### src/hw/rtl/bpe_pkg.sv
`timescale 1ns / 1ps

package bpe_pkg;

   localparam int NUM_VERTICES = 16;
   localparam int VERTEX_W     = $clog2(NUM_VERTICES);
   localparam int COUNT_W      = $clog2(NUM_VERTICES + 1);

   typedef enum logic {
      OP_WRITE = 1'b0,
      OP_QUERY = 1'b1
   } opcode_type;

   typedef enum logic [1:0] {
      ST_IDLE,
      ST_RUN,
      ST_DONE
   } search_state_type;

   // query handed from the front end to the search sequencer
   typedef struct packed {
      logic                start;
      logic [VERTEX_W-1:0] source;
      logic [VERTEX_W-1:0] target;
      logic [COUNT_W-1:0]  count;
   } query_type;

   // one adjacency row update
   typedef struct packed {
      logic                    en;
      logic [VERTEX_W-1:0]     index;
      logic [NUM_VERTICES-1:0] row;
   } row_write_type;

   // index of the lowest set bit, zero when none is set
   function automatic logic [VERTEX_W-1:0] lowest_set(input logic [NUM_VERTICES-1:0] bits);
      logic [VERTEX_W-1:0] idx;
      idx = '0;
      for (int k = NUM_VERTICES - 1; k >= 0; k--) begin
         if (bits[k]) begin
            idx = VERTEX_W'(k);
         end
      end
      return idx;
   endfunction

endpackage

### src/hw/rtl/bpe_adj_rows.sv
`timescale 1ns / 1ps

module bpe_adj_rows (
   input  logic                                  clock,
   input  logic                                  reset,
   input  bpe_pkg::row_write_type                wr,
   input  logic [bpe_pkg::VERTEX_W-1:0]          rd_index,
   output logic [bpe_pkg::NUM_VERTICES-1:0]      rd_row
);
   import bpe_pkg::*;

   logic [NUM_VERTICES-1:0] rows_ff [NUM_VERTICES];

   always_ff @(posedge clock) begin
      if (reset) begin
         for (int k = 0; k < NUM_VERTICES; k++) begin
            rows_ff[k] <= '0;
         end
      end else if (wr.en) begin
         rows_ff[wr.index] <= wr.row;
      end
   end

   assign rd_row = rows_ff[rd_index];

endmodule

### src/hw/rtl/bpe_search.sv
`timescale 1ns / 1ps

module bpe_search (
   input  logic                                  clock,
   input  logic                                  reset,
   input  bpe_pkg::query_type                    query,
   output logic                                  idle,
   output logic [bpe_pkg::VERTEX_W-1:0]          adj_index,
   input  logic [bpe_pkg::NUM_VERTICES-1:0]      adj_row,
   output logic                                  rsp_valid,
   input  logic                                  rsp_ready,
   output logic                                  reachable
);
   import bpe_pkg::*;

   search_state_type        state_ff, state_in;
   logic [NUM_VERTICES-1:0] seen_ff, seen_in;
   logic [NUM_VERTICES-1:0] expanded_ff, expanded_in;
   logic [VERTEX_W-1:0]     target_ff, target_in;
   logic [COUNT_W-1:0]      count_ff, count_in;
   logic                    reach_ff, reach_in;

   logic [NUM_VERTICES-1:0] pending;
   logic [NUM_VERTICES-1:0] in_use;
   logic [NUM_VERTICES-1:0] row_used;
   logic [VERTEX_W-1:0]     cur;

   always_comb begin
      for (int k = 0; k < NUM_VERTICES; k++) begin
         in_use[k] = (COUNT_W'(k) < count_ff);
      end
   end

   assign pending   = seen_ff & ~expanded_ff;
   assign cur       = lowest_set(pending);
   assign adj_index = cur;
   assign row_used  = adj_row & in_use;

   always_ff @(posedge clock) begin
      if (reset) begin
         state_ff <= ST_IDLE;
      end else begin
         state_ff <= state_in;
      end
   end

   always_ff @(posedge clock) begin
      seen_ff     <= seen_in;
      expanded_ff <= expanded_in;
      target_ff   <= target_in;
      count_ff    <= count_in;
      reach_ff    <= reach_in;
   end

   always_comb begin
      state_in    = state_ff;
      seen_in     = seen_ff;
      expanded_in = expanded_ff;
      target_in   = target_ff;
      count_in    = count_ff;
      reach_in    = reach_ff;
      idle        = 1'b0;
      rsp_valid   = 1'b0;

      unique case (state_ff)
         ST_IDLE: begin
            idle = 1'b1;
            if (query.start) begin
               target_in   = query.target;
               count_in    = query.count;
               expanded_in = '0;
               reach_in    = 1'b0;
               // a source outside the vertices in use reaches nothing
               if (COUNT_W'(query.source) >= query.count) begin
                  seen_in  = '0;
                  state_in = ST_DONE;
               end else begin
                  seen_in  = NUM_VERTICES'(1) << query.source;
                  state_in = ST_RUN;
               end
            end
         end
         ST_RUN: begin
            if (pending == '0) begin
               state_in = ST_DONE;
            end else if (row_used[target_ff]) begin
               reach_in = 1'b1;
               state_in = ST_DONE;
            end else begin
               // expand one vertex: its neighbours join the frontier
               seen_in          = seen_ff | row_used;
               expanded_in      = expanded_ff;
               expanded_in[cur] = 1'b1;
            end
         end
         ST_DONE: begin
            rsp_valid = 1'b1;
            if (rsp_ready) begin
               state_in = ST_IDLE;
            end
         end
         default: begin
            state_in = ST_IDLE;
         end
      endcase
   end

   assign reachable = reach_ff;

endmodule

### src/hw/rtl/bfs_path_exists.sv
`timescale 1ns / 1ps
// Directed-graph reachability: a row write gives no transfer out.
// A query whose source is out of use gives its result transfer in the cycle after it is taken;
// otherwise the search covers vertex_count vertices, saturated at 16: one adjacency row
// is read and merged into the visited mask per cycle by the shared expand step.
// One item is worked at a time; req_tready is low from query start until its result is taken.
// Synchronous active-high reset clears all edges and sets vertex_count to 16.

module bfs_path_exists (
   input  logic        clock,
   input  logic        reset,
   input  logic        req_tvalid,
   output logic        req_tready,
   input  logic [23:0] req_tdata,   // vertex [3:0], neighbor_mask [19:4], target [23:20]
   input  logic        req_tuser,   // opcode
   output logic        rsp_tvalid,
   input  logic        rsp_tready,
   output logic [7:0]  rsp_tdata,   // reachable [0], zero fill [7:1]
   input  logic        csr_wr_en,
   input  logic [4:0]  csr_wr_data  // vertex_count
);
   import bpe_pkg::*;

   logic [4:0]              vertex_count_ff;
   logic                    req_xfer;
   opcode_type              opcode;
   logic [VERTEX_W-1:0]     vertex;
   logic [NUM_VERTICES-1:0] neighbor_mask;
   logic [VERTEX_W-1:0]     target;
   logic [COUNT_W-1:0]      count_used;
   row_write_type           row_wr;
   query_type               query;
   logic                    idle;
   logic [VERTEX_W-1:0]     adj_index;
   logic [NUM_VERTICES-1:0] adj_row;
   logic                    reachable;

   always_ff @(posedge clock) begin
      if (reset) begin
         vertex_count_ff <= 5'd16;
      end else if (csr_wr_en) begin
         vertex_count_ff <= csr_wr_data;
      end
   end

   assign opcode        = opcode_type'(req_tuser);
   assign vertex        = req_tdata[3:0];
   assign neighbor_mask = req_tdata[19:4];
   assign target        = req_tdata[23:20];

   // saturate the vertex count at the matrix size
   assign count_used = (COUNT_W'(vertex_count_ff) > COUNT_W'(NUM_VERTICES))
                       ? COUNT_W'(NUM_VERTICES) : COUNT_W'(vertex_count_ff);

   assign req_tready = idle;
   assign req_xfer   = req_tvalid && req_tready;

   assign row_wr.en    = req_xfer && (opcode == OP_WRITE);
   assign row_wr.index = vertex;
   assign row_wr.row   = neighbor_mask;

   assign query.start  = req_xfer && (opcode == OP_QUERY);
   assign query.source = vertex;
   assign query.target = target;
   assign query.count  = count_used;

   bpe_adj_rows u_adj_rows (
      .clock    (clock),
      .reset    (reset),
      .wr       (row_wr),
      .rd_index (adj_index),
      .rd_row   (adj_row)
   );

   bpe_search u_search (
      .clock     (clock),
      .reset     (reset),
      .query     (query),
      .idle      (idle),
      .adj_index (adj_index),
      .adj_row   (adj_row),
      .rsp_valid (rsp_tvalid),
      .rsp_ready (rsp_tready),
      .reachable (reachable)
   );

   assign rsp_tdata = {7'd0, reachable};

endmodule

### config.mk
export PLATFORM = sky130hd
export DESIGN_NAME = bfs_path_exists
export DESIGN_NICKNAME = d
export VERILOG_FILES = /design/src/hw/rtl/bpe_pkg.sv /design/src/hw/rtl/bpe_adj_rows.sv /design/src/hw/rtl/bpe_search.sv /design/src/hw/rtl/bfs_path_exists.sv
export SDC_FILE = /design/constraint.sdc
export NUM_CORES = 1
export LEC_CHECK = 0
export BUFFER_PORTS_ARGS = -buffer_cell sky130_fd_sc_hd__buf_4
export CAP_MARGIN = 20
export CORE_MARGIN = 2
export CORE_UTILIZATION = 49
export DETAILED_ROUTE_END_ITERATION = 10
export GPL_TIMING_DRIVEN = 1
export PLACE_DENSITY = 0.63
export RECOVER_POWER = 100
export SYNTH_ARGS = -nofsm -noshare
export SYNTH_HDL_FRONTEND = slang
export SYNTH_SLANG_ARGS = --single-unit
### constraint.sdc
create_clock -name clock -period 7.6 [get_ports clock]
set_input_delay 1.9 -clock clock [delete_from_list [all_inputs] [get_ports clock]]
set_output_delay 1.9 -clock clock [all_outputs]
set_load 0.01 [all_outputs]
# Word level (Yosys, flattened, before mapping)
# Memories as Yosys holds them, arrays and structs flattened.
# Cells that the tools add are included.
dict set report op_classes {
  order_cmp 21
  eq_ne 8
  shift 1
  muxes 50
  bitwise 6
  n_reduce_logical 12
}
# op n
set op_table {}
lappend op_table {{16-bit two-way mux} 8}
lappend op_table {{4-bit two-way mux} 17}
lappend op_table {{16-bit case mux with 2 select lines} 2}
lappend op_table {{4-bit by 5-bit < comparator with 1-bit output (first input constant)} 8}
lappend op_table {{16-bit bitwise AND} 2}
lappend op_table {{16-bit bitwise OR} 2}
lappend op_table {{3-bit by 5-bit < comparator with 1-bit output (first input constant)} 4}
lappend op_table {{16-bit logical NOT} 1}
lappend op_table {{16-bit inverter} 1}
lappend op_table {{16-bit OR reduction} 1}
lappend op_table {{1-bit by 4-bit left shift with 16-bit output (first input constant)} 1}
lappend op_table {{1-bit two-way mux} 13}
lappend op_table {{1-bit by 5-bit < comparator with 1-bit output (first input constant)} 2}
lappend op_table {{2-bit by 5-bit < comparator with 1-bit output (first input constant)} 2}
lappend op_table {{4-bit by 5-bit < comparator with 1-bit output (second input constant)} 2}
lappend op_table {{2-bit two-way mux} 5}
lappend op_table {{2-bit != test (second input constant)} 4}
lappend op_table {{4-bit AND reduction} 2}
lappend op_table {{2-bit case mux with 3 select lines} 1}
lappend op_table {{4-bit by 5-bit >= comparator with 1-bit output} 1}
lappend op_table {{5-bit greater-than comparator (second input constant)} 1}
lappend op_table {{5-bit two-way mux} 1}
lappend op_table {{1-bit binary-select mux with 4-bit select} 1}
lappend op_table {{1-bit demux with 4-bit select} 1}
lappend op_table {{12 further kinds} 15}
dict set report totals {
  ff_bits 49
  ramBits 256
  input_bits 35
  wordCells 106
  n_memories 1
}
# memory words word_bits rd rd_clocked_by_memory_dff wr line_no
set memory_table {}
lappend memory_table {u_adj_rows.rows_ff 16 16 1 0 16 bpe_adj_rows.sv:12} ;# logic [NUM_VERTICES-1:0] rows_ff [NUM_VERTICES];

# Depth between registers and ports, before layout
# Gate-level depths: netlist (run 1).
dict set report depth {
  ltp_word 26
  depth_mapped 16
}

# Hierarchy
# A second synthesis (run 1) with hierarchy kept.
dict set report hier_totals {
  cells_unflattened 1010
  area_unflattened_um2 14463.9
}
# module instances cells_each area_each_um2 seq_area_each_um2
set by_module_without_submodules {}
lappend by_module_without_submodules {bpe_adj_rows 1 722 11533.6 7687.4}
lappend by_module_without_submodules {bpe_search 1 255 2642.5 1301.2}
lappend by_module_without_submodules {bfs_path_exists 1 33 287.8 100.1}

# Least setup slack after synthesis (run 1)
# No wires, ideal clock.
dict set report synth_path {
  path_kind {register to register}
  startpoint {register u_search.seen_ff[13]}
  endpoint {register u_search.expanded_ff[0] (enable)}
  setup_time_ns 0.390
  arrival_time_ns 3.500
  required_ns 7.210
  slack_ns 3.710
  stages_incl_launch_ff 15
  path_buffers 3
  synth_period_minus_slack_ns 3.890
  path_cell_list {edfxtp_1 > and2b_4 > a211oi_2 > o21a_1 > buf_6 > a21o_1 > buf_6 > buf_6 > mux2i_1 > o22ai_1 > a2111oi_2 > a2111oi_2 > nor3_1 > o2bb2a_4 > or3b_1}
}
dict set report synth_via {
  elab_chain_len 21
}
# item line_no
set synth_rtl {}
lappend synth_rtl {{start, declared} bpe_search.sv:17} ;# logic [NUM_VERTICES-1:0] seen_ff, seen_in;
lappend synth_rtl {{start signal, assigned} bpe_search.sv:48} ;# seen_ff <= seen_in;
lappend synth_rtl {{16-bit bitwise AND (*)} bpe_search.sv:34} ;# assign pending = seen_ff & ~expanded_ff;
lappend synth_rtl {{4-bit two-way mux (14 in a row)} bpe_pkg.sv:40} ;# if (bits[k]) begin
lappend synth_rtl {{memory 16 x 16 bit} -}
lappend synth_rtl {{16-bit bitwise AND} bpe_search.sv:37} ;# assign row_used = adj_row & in_use;
lappend synth_rtl {{1-bit binary-select mux with 4-bit select} bpe_search.sv:86} ;# end else if (row_used[target_ff]) begin
lappend synth_rtl {{1-bit two-way mux (implied by the code)} bpe_search.sv:86}
lappend synth_rtl {{2-bit != test (no line)} -}
lappend synth_rtl {{4-bit AND reduction (no line) (*)} -}
lappend synth_rtl {{end signal, assigned} bpe_search.sv:49} ;# expanded_ff <= expanded_in;
lappend synth_rtl {{end, declared} bpe_search.sv:18} ;# logic [NUM_VERTICES-1:0] expanded_ff, expanded_in;
# Every way passes the cells marked *; elsewhere a longest branch is shown, timed or not. The select of a mux whose other input is x is not followed.
# A chain may end at the register's enable or synchronous reset.

# Final worst setup path (run 1)
dict set report layout_path {
  startpoint {register u_search.expanded_ff[7]}
  endpoint {register u_search.seen_ff[1] (enable)}
}
dict set report layout_via {
  elab_chain_len 16
}
# item line_no
set layout_rtl {}
lappend layout_rtl {{16-bit inverter (*)} bpe_search.sv:34}
lappend layout_rtl {{16-bit bitwise AND (*)} bpe_search.sv:34}
lappend layout_rtl {{4-bit two-way mux (8 in a row)} bpe_pkg.sv:40}
lappend layout_rtl {{memory 16 x 16 bit} -}
lappend layout_rtl {{16-bit bitwise AND} bpe_search.sv:37}
lappend layout_rtl {{1-bit binary-select mux with 4-bit select} bpe_search.sv:86}
lappend layout_rtl {{1-bit two-way mux (implied by the code)} bpe_search.sv:86}
lappend layout_rtl {{2-bit != test (no line)} -}
lappend layout_rtl {{4-bit AND reduction (no line) (*)} -}
# Marks and branches as above.

==> results of run 1 <==
## worst paths after layout
kind                          to  slack [ns]  cells after the start
max          u_search.seen_ff[1]        1.27                     13
min           vertex_count_ff[3]        0.50                      2
max reg2reg  u_search.seen_ff[1]        1.27                     13
min reg2reg   vertex_count_ff[3]        0.50                      2
## power by group
| part | switching [W] | internal [W] |
|---|---|---|
| sequential | 0.0000790 | 0.00200 |
| combinational | 0.00147 | 0.000628 |
| clock | 0.000671 | 0.00101 |
## sequential cells by signal, indices dropped and copies added, names as in the netlist
signal                flops
u_search.count_ff         5
u_search.reachable        1
vertex_count_ff           5
u_search.seen_ff         16
u_adj_rows.rows_ff      256
u_search.target_ff        4
u_search.state_ff         2
u_search.expanded_ff     16
## tightest hold or removal path, stage by stage, from the launching register on
cell	delay (ns)
dfxtp_1	0.33
mux2i_1	0.07
nor2_1	0.07
## kinds of logic (layout without fill, tap and decap cells)
logic type / after synthesis / after routing / share of synthesized area
compound gates: 215 / 215 / 0.103
buf+inv: 109 / 150 / 0.0385
flops: 305 / 305 / 0.594
other cells: 1 / 7 / 0.000245
mux: 61 / 61 / 0.0402
simple gates: 608 / 608 / 0.221
fa+ha+maj: 4 / 4 / 0.00327
## stage by stage
stage	instance area (sq um)	std cells	hold WS, ns	worst slack, ns	util
after detailed placement	15800	1682	0.478	2.30	0.516
after global routing	16900	1746	0.552	0.977	0.549
after floorplan	15300	1309	0.452	3.71	-
after CTS	17000	1745	0.504	2.29	0.553
final	16900	1746	0.499	1.27	0.549
after global placement	15800	1682	0.475	2.36	0.516
## cells in the mapped netlist (10+ instances only)
| cell type | number | area [sq um] |
|---|---|---|
| nor3_1 | 10 | 50.1 |
| nor2b_1 | 11 | 68.8 |
| buf_4 | 22 | 165 |
| a31oi_1 | 24 | 150 |
| inv_1 | 20 | 75.1 |
| mux2i_1 | 57 | 571 |
| nand2b_1 | 16 | 100 |
| nor2_1 | 81 | 304 |
| edfxtp_1 | 298 | 8950 |
| and2_1 | 259 | 1620 |
| nand2_1 | 125 | 469 |
| clkbuf_1 | 46 | 173 |
| a21oi_1 | 43 | 215 |
| buf_6 | 11 | 124 |
| o21ai_0 | 18 | 90.1 |
| o31ai_1 | 10 | 75.1 |
| or2_2 | 18 | 113 |
| a211oi_1 | 25 | 188 |
| nand3_1 | 36 | 180 |
| o22ai_1 | 15 | 93.8 |
## routing by layer
layer	part of all wire	wire length, um
met1	0.42	19300
met2	0.46	21300
met3	0.070	3220
met4	0.042	1920
met5	0.00039	18
## cell type report
type	count	share of cell area
tap	396	0.0294
inverter	20	0.00445
sequential	305	0.539
clock inverter	18	0.0117
timing repair buffer	67	0.0254
multi-input combinational	895	0.334
clock buffer	45	0.0555
==> out/qor.yml, run 1 <==
status: "complete, but fails checks"
violations: "capacitance limit, slew limit"
vias: 10500
p_per_area_nw_per_um2: 348
relSlewSlack: -0.686
crit_start: "u_search.expanded_ff[7]"
cts_tree: "done"
path_clk_slew_ns: 0.06
startpoint_type: "flop"
finalCritPeriodShare: 0.833
synthCells: 1303
drc: 0
antenna_cells: 0
cts-root-buf: "clkbuf_16"
rsz0062_at_grt: "false"
hold_start: "vertex_count_ff[3]"
die_h_um: 181
finalSetupViolations: 0
seq_area_frac_synth: 0.594
wl_per_cell_um: 26.2
worst_ep_required_time_ns: 7.81
coreArea_sq_um: 30700
die_w_um: 181
async_flop_share: 0
tightest_slew_ns: 2.53
ys_warn_count: 0
hold_viol: 0
ant_nets: 0
syn_area_per_cell_sq_um: 11.7
crit_slowest_cell: "a21oi_1"
use_met2: 0.441
port_buffers: 37
initialDrtViolationCount: 1168
synth_edf_count: 298
place.detailed.hpwl_um: 30700
vias_per_cell: 6.04
top_usage_layer: "met2"
io_pins: 45
gp_congestion: 0.946
p_leak_nw: 6.09
ys.flop_type: "edfxtp_1"
cts_hold_buf: 0
multi_input_area_sq_um: 5630
fmaxAchievable_mhz: 158
post_cts_resized: 0
nNetsFinal: 1363
gr-total-overflow: 0
critPathMaxFanout: 32
layout_min_cycle_time_ns: 6.33
synth.distinct_cells: 88
arrival_ns: 6.54
layout_commonest_cell: "edfxtp_1"
die_area_sq_um: 32700
finalMaxSlewViolations: 114
cpMostUsedCell: "buf_4"
cpPeakStageDelay_ns: 1.79
clock_skew_ns: 0.0156
path_buf_inv: 2
row_count: 64
max-cap-violations: 6
grt.met3_usage: 0.0441
grt_pass1_wl_um: 67700
grt_pass1_vias: 10200
ir_worst_vdd_uv: 168
grt_use_met1: 0.389
p_total_w: 0.00586
clock_path_buffers: 3
h-tree-depth: 2
setup_tns_ns: 0
seq_area_sq_um: 9090
start_util: 0.499
cp_top_family: "compound AO/OA/AOI/OAI gates"
area_growth_pct: 10.1
clkSinkCount: 305
hp-class: "reg -> reg"
cts_setup_buffers: 0
synth_area_sq_um: 15300
cts_buffers: 35
clock_latency_ns: 0.52
wl_um: 45700
final_layout_size_suffix_gt1_frac: 0.106
grt_start_max_net_pins: 45
path_class: "reg -> reg"
cp-end-kind: "flop"
antenna_found_initial: 1
ys_ff_latch: 305
fillers: 2643
grt_usage: 0.280
final_cell_mix: "edfxtp_1, and2_0, nand2_1"
path_cells: "nand2b_1 -> a211oi_2 -> o21ai_0 -> a21oi_1 -> buf_4 -> mux2_2 -> a221oi_2 -> nand4_1 -> o311ai_2 -> a221o_4 -> o2bb2a_4 -> or3b_1 -> buf_4"
drt_first_pass_iters: 6
r2r_start: "u_search.expanded_ff[7]"
No activity file was read; power rests on OpenSTA's default activity.
==> inputs of run 2 (changes only) <==
Settings changed: PLACE_DENSITY 0.63 to 0.66.
Clock period 7.6 ns to 5.3 ns, I/O delays scaled along.
==> run 2 against run 1 <==
  * The run still ends with capacitance limit, slew limit left
  * Sequential share of layout area down 0.24 points
  * Final cell count up 1.2%
  * Clock power up 30%
  * Sequential power up 44%
  * Setup slack worse by 0.79 ns
  * Global-route usage about the same
  * Flip-flop and latch count unchanged
  * Critical path depth up 1
  * Count of clock-buffer cells in the layout down 5
  * Non-clock buffer count up 23
  * Highest routed layer is now met4
==> out/qor.yml, run 2 (synthesis results as in run 1) <==
status: "complete, but fails checks"
violations: "capacitance limit, slew limit"
finalMaxSlewViolations: 51  # -55%
gr-total-overflow: 0  # unchanged
crit_slowest_cell: "clkbuf_1"
die_area_sq_um: 32700  # unchanged
finalCritPeriodShare: 0.910  # +0.0770
clock_path_buffers: 3  # unchanged
fmaxAchievable_mhz: 207  # +31%
ir_worst_vdd_uv: 413  # +150%
hold_viol: 0  # unchanged
grt_pass1_vias: 10400  # +2.3%
startpoint_type: "flop"
cpMostUsedCell: "nand3_1"
dp_slack_ns: 0.780  # -1.52 ns
met1_length_um: 18700  # -2.9%
setup_tns_ns: 0  # unchanged
h-tree-depth: 2  # unchanged
cp_top_family: "simple AND/OR/NAND/NOR gates"
regMostFlops: "u_adj_rows.rows_ff"
arrival_ns: 5.03  # -1.51 ns
area_growth_pct: 10.6
initialDrtViolationCount: 1092  # -6.5%
cts_hold_buf: 0  # unchanged
largestRegisters: "u_adj_rows.rows_ff (256), u_search.expanded_ff (16), u_search.seen_ff (16)"
drc: 0  # unchanged
final_cell_mix: "edfxtp_1, and2_0, nand2_1"
max-cap-violations: 3  # -3
vias_per_cell: 6.03  # -0.13%
io_pins: 45  # unchanged
cts_tree: "done"
worst_ep_required_time_ns: 5.51  # -2.30 ns
coreArea_sq_um: 30700  # unchanged
path_class: "reg -> reg"
p_per_area_nw_per_um2: 497  # +43%
rsz0062_at_grt: "false"
tightest_slew_ns: 1.54  # -0.989 ns
port_buffers: 37  # unchanged
met2_length_um: 21800  # +2.6%
p_leak_nw: 6.14  # +0.85%
row_count: 64  # unchanged
start_util: 0.499  # unchanged
place.detailed.hpwl_um: 31100  # +1.2%
grt_start_max_net_pins: 48  # +6.7%
nNetsFinal: 1385  # +1.6%
hold_slack_ns: 0.498  # -0.000497 ns
antenna_found_initial: 0  # -1
antenna_cells: 0  # unchanged
largest_reg_flops: 256  # unchanged
path_buf_inv: 3  # +1
cpPeakStageDelay_ns: 0.86  # -0.93 ns
path_clk_slew_ns: 0.06  # about the same
cts_setup_buffers: 0  # unchanged
clock_skew_ns: 0.0146  # -0.00105 ns
relSlewSlack: -0.0268  # +0.659
final_layout_size_suffix_gt1_frac: 0.115  # +0.00932
cts_buffers: 34  # -2.9%
die_w_um: 181  # unchanged
post_cts_resized: 0  # unchanged
clock_latency_ns: 0.52  # about the same
wl_met3_um: 3530  # +9.5%
setup_ws_ns: 0.476  # -0.792 ns
layout_min_cycle_time_ns: 4.82  # -1.51 ns
placedCellCount: 1706  # +1.4%
gp_congestion: 0.941  # -0.57%
hp-class: "reg -> reg"
grt_usage: 0.279  # -0.000487
ant_nets: 0  # unchanged
path_cells: "and2b_1 -> or2_4 -> o21ai_1 -> o21a_1 -> nor2_1 -> clkbuf_1 -> nand3_1 -> nand3_1 -> a31oi_1 -> buf_4 -> a221o_4 -> o2bb2a_4 -> or3b_1 -> buf_12"
clkSinkCount: 305  # unchanged
highest_layer: "met4"
cts-root-buf: "clkbuf_16"
vias: 10700  # +1.1%
stdcell_count: 1767  # +1.2%
drt_first_pass_iters: 6  # unchanged
wl_per_cell_um: 25.9  # -1.2%
critPathMaxFanout: 32  # unchanged
wl_um: 45700  # about the same
p_total_w: 0.00841  # +44%
finalSetupViolations: 0  # unchanged
layout_commonest_cell: "edfxtp_1"
die_h_um: 181  # unchanged
grt_pass1_wl_um: 67900  # +0.36%
cp-end-kind: "flop"
## run 2: changes by cell type in the layout (fill, tap and decap cells not counted), sizes merged
cell      previous run  this run
buf                 40        59
bufinv               4         0
clkbuf              72        71
clkinv              12        18
clkinvlp             1         3
inv                 21        20
## run 2: worst paths after layout
path	cells after the start	slack, ns	from	end
worst max register to register	14	0.48	u_search.expanded_ff[7]	u_search.expanded_ff[15]
worst min register to register	2	0.50	vertex_count_ff[2]	vertex_count_ff[2]
worst max-delay path	14	0.48	u_search.expanded_ff[7]	u_search.expanded_ff[15]
worst min-delay path	2	0.50	vertex_count_ff[2]	vertex_count_ff[2]
## run 2: worst reg2reg max path, stage by stage (launching register included)
cell and delay (ns):
edfxtp_1 0.41, and2b_1 0.35, or2_4 0.20, o21ai_1 0.11, o21a_1 0.37, nor2_1 0.54, clkbuf_1 0.86, nand3_1 0.18
nand3_1 0.14, a31oi_1 0.12, buf_4 0.21, a221o_4 0.40, o2bb2a_4 0.19, or3b_1 0.19, buf_12 0.22
## run 2: metal layers
metal | vias up | track usage
li1 | 4773 | -
met1 | 5324 | 0.375
met2 | 463 | 0.461
met3 | 102 | 0.0482
met4 | 0 | 0.0955
met5 | - | 0
## run 2: through the flow
stage / area (sq um) / util
floorplan: 15300 / -
global placement: 16000 / 0.523
detailed placement: 16000 / 0.523
CTS: 17100 / 0.556
global route: 16900 / 0.552
finish: 16900 / 0.552
## run 2: layout make-up
cell class	instances	area, sq um
clock buffers	40	895
clock inverters	21	121
fillers	2623	13700
inverters	20	75.1
multi-input cells	895	5640
flip-flops and latches	305	9090
well taps	396	495
repair buffers	90	612
## run 2: report_power, final
| part | switching (W) | internal, W |
|---|---|---|
| registers | 0.000123 | 0.00287 |
| clock network | 0.000965 | 0.00121 |
| logic | 0.00220 | 0.00104 |
| total | 0.00329 | 0.00513 |
==> inputs of run 3 (changes only) <==
Settings changed: PLACE_DENSITY 0.66 to 0.68.
==> run 3 against run 2 <==
  * Critical path depth shrank 2
  * Register-to-register slack about the same
  * The flow still finishes with violations (capacitance limit, slew limit)
  * First-iteration DRC count increased by 24%
  * Routed wire length is 1.4% lower
  * Final cell count shrank 0.34%
  * Clock power increased by 4%
  * Sequential power hardly changed
  * Count of clock-buffer cells in the layout is 2 lower
==> out/qor.yml, run 3 (synthesis results as in run 1) <==
vias_per_cell: 6.03  # about the same
clock_skew_ns: 0.0204  # +0.00584 ns
antenna_found_initial: 3  # +3
crit_slowest_cell: "a21oi_1"
area_growth_pct: 10.6  # about the same
die_h_um: 181  # unchanged
arrival_ns: 5.01  # -0.02 ns
cts_hold_buf: 0  # unchanged
netSwitchingPower_w: 0.00320  # -2.8%
clock_latency_ns: 0.52  # about the same
rsz0062_at_grt: "false"
p_per_area_nw_per_um2: 495  # -0.34%
post_cts_resized: 0  # unchanged
startpoint_type: "flop"
fin_area_sq_um: 16900  # about the same
place.detailed.hpwl_um: 30400  # -2.1%
h-tree-depth: 2  # unchanged
seq_power_share: 0.357  # about the same
power_frac_clock: 0.270  # +0.011
violations: "capacitance limit, slew limit"
layout_min_cycle_time_ns: 4.81  # -0.0101 ns
p_leak_nw: 6.16  # +0.31%
die_area_sq_um: 32700  # unchanged
cts_tree: "done"
grt_pass1_wl_um: 66900  # -1.5%
vias: 10600  # -0.36%
comb_power_share: 0.373  # -0.013
gp_congestion: 1.03  # +9.7%
tightest_slew_ns: 1.67  # +0.131 ns
largestRegisters: "u_adj_rows.rows_ff (256), u_search.expanded_ff (16), u_search.seen_ff (16)"
clock_path_buffers: 3  # unchanged
cts_buffers: 34  # unchanged
r2r_end: "u_search.expanded_ff[10]"
cpPeakStageDelay_ns: 0.78  # -0.08 ns
placed_cell_area_sq_um: 16000  # -0.39%
finalSetupViolations: 0  # unchanged
hp-class: "reg -> reg"
initialDrtViolationCount: 1357  # +24%
critPathMaxFanout: 32  # unchanged
r2r_start: "u_search.seen_ff[7]"
grt_usage: 0.275  # -0.00487
regMostFlops: "u_adj_rows.rows_ff"
seq_area_sq_um: 9090  # unchanged
clkSinkCount: 305  # unchanged
path_class: "reg -> reg"
crit_start: "u_search.seen_ff[7]"
p_total_w: 0.00839  # -0.35%
worstRegToRegCells: 12  # -2
fmaxAchievable_mhz: 208  # +0.21%
multi_input_area_sq_um: 5630  # -0.20%
finalCritPeriodShare: 0.908  # -0.00191
p_int_w: 0.00519  # +1.2%
wl_per_cell_um: 25.6  # -1.1%
relSlewSlack: -0.114  # -0.0872
setup_tns_ns: 0  # unchanged
port_buffers: 37  # unchanged
coreArea_sq_um: 30700  # unchanged
layout_commonest_cell: "edfxtp_1"
row_count: 64  # unchanged
wl_um: 45100  # -1.4%
hold_viol: 0  # unchanged
grt_start_max_net_pins: 42  # -13%
swShare: 0.381  # -0.00947
cp-end-kind: "flop"
ant_nets: 0  # unchanged
setup_ws_ns: 0.486  # +0.0101 ns
path_clk_slew_ns: 0.06  # about the same
final_layout_size_suffix_gt1_frac: 0.116  # +0.000762
cts_setup_buffers: 0  # unchanged
largest_reg_flops: 256  # unchanged
fillers: 2609  # -0.53%
final_cell_mix: "edfxtp_1, and2_0, nand2_1"
critPathCapture: "u_search.expanded_ff[10]"
r2r_slack_ns: 0.49  # about the same
finalMaxSlewViolations: 53  # +3.9%
max-cap-violations: 3  # unchanged
io_pins: 45  # unchanged
drc: 0  # unchanged
path_cells: "and2b_4 -> or2_4 -> a2111oi_0 -> o21ai_2 -> a21oi_1 -> a32oi_1 -> nand4_1 -> o31ai_1 -> or4_1 -> o2bb2a_4 -> or3b_1 -> buf_12"
status: "complete, but fails checks"
ir_worst_vdd_uv: 426  # +3.1%
start_util: 0.499  # unchanged
nNetsFinal: 1375  # -0.72%
cts-root-buf: "clkbuf_16"
hold_slack_ns: 0.497  # -0.00148 ns
drt_first_pass_iters: 6  # unchanged
dp_slack_ns: 0.940  # +0.160 ns
grt_pass1_vias: 10400  # -0.44%
die_w_um: 181  # unchanged
worst_ep_required_time_ns: 5.50  # about the same
gr-total-overflow: 0  # unchanged
run 3: changes by cell type in the layout (fill, tap and decap cells not counted), sizes merged:
| cell | change |
|---|---|
| buf | -7 |
| clkbuf | -5 |
| clkinv | +4 |
| clkinvlp | -3 |
| diode | +3 |
| bufinv | +2 |
run 3: layout make-up:
cell class / instances / area share
Sequential cell: 305 / 0.537
Multi-Input combinational cell: 895 / 0.333
Clock buffer: 38 / 0.0524
Timing Repair Buffer: 80 / 0.0333
Tap cell: 396 / 0.0293
Clock inverter: 24 / 0.0106
Inverter: 20 / 0.00444
Antenna cell: 3 / 0.000444
run 3: power by group through the flow:
stage	clock (W)	sequential (W)	combinational [W]
after floorplan	0	0.00298	0.00213
after global placement	0	0.00303	0.00308
after detailed placement	0	0.00303	0.00310
after CTS	0.00229	0.00299	0.00311
after global routing	0.00239	0.00301	0.00328
final	0.00227	0.00299	0.00312
run 3: how the worst min path moves through the flow:
stage | from | end | slack [ns] | cells after the start
after global routing | vertex_count_ff[2] | vertex_count_ff[2] | 0.53 | 2
after floorplan | vertex_count_ff[0] | vertex_count_ff[0] | 0.45 | 2
final | vertex_count_ff[2] | vertex_count_ff[2] | 0.50 | 2
after detailed placement | vertex_count_ff[2] | vertex_count_ff[2] | 0.49 | 2
after CTS | vertex_count_ff[2] | vertex_count_ff[2] | 0.50 | 2
after global placement | vertex_count_ff[0] | vertex_count_ff[0] | 0.47 | 2
run 3: worst max-delay path, delay by kind of cell (launching register included):
family                 cells  cell delay, ns
AO/OA/AOI/OAI              6            2.42
buffers and inverters      1            0.22
AND/OR/NAND/NOR            5            1.41
flip-flops                 1            0.44
run 3: through the flow:
stage                     utilization  instances
after global routing            0.552       1758
after detailed placement        0.521       1696
after CTS                       0.556       1758
final                           0.552       1761
after global placement          0.521       1696
after floorplan                     -       1309
run 3: per-layer routing:
metal / track usage / vias up / share of wire
met5: 0 / - / 0
li1: - / 4762 / -
met3: 0.0585 / 134 / 0.086
met2: 0.421 / 524 / 0.45
met1: 0.378 / 5204 / 0.42
met4: 0.121 / 0 / 0.047
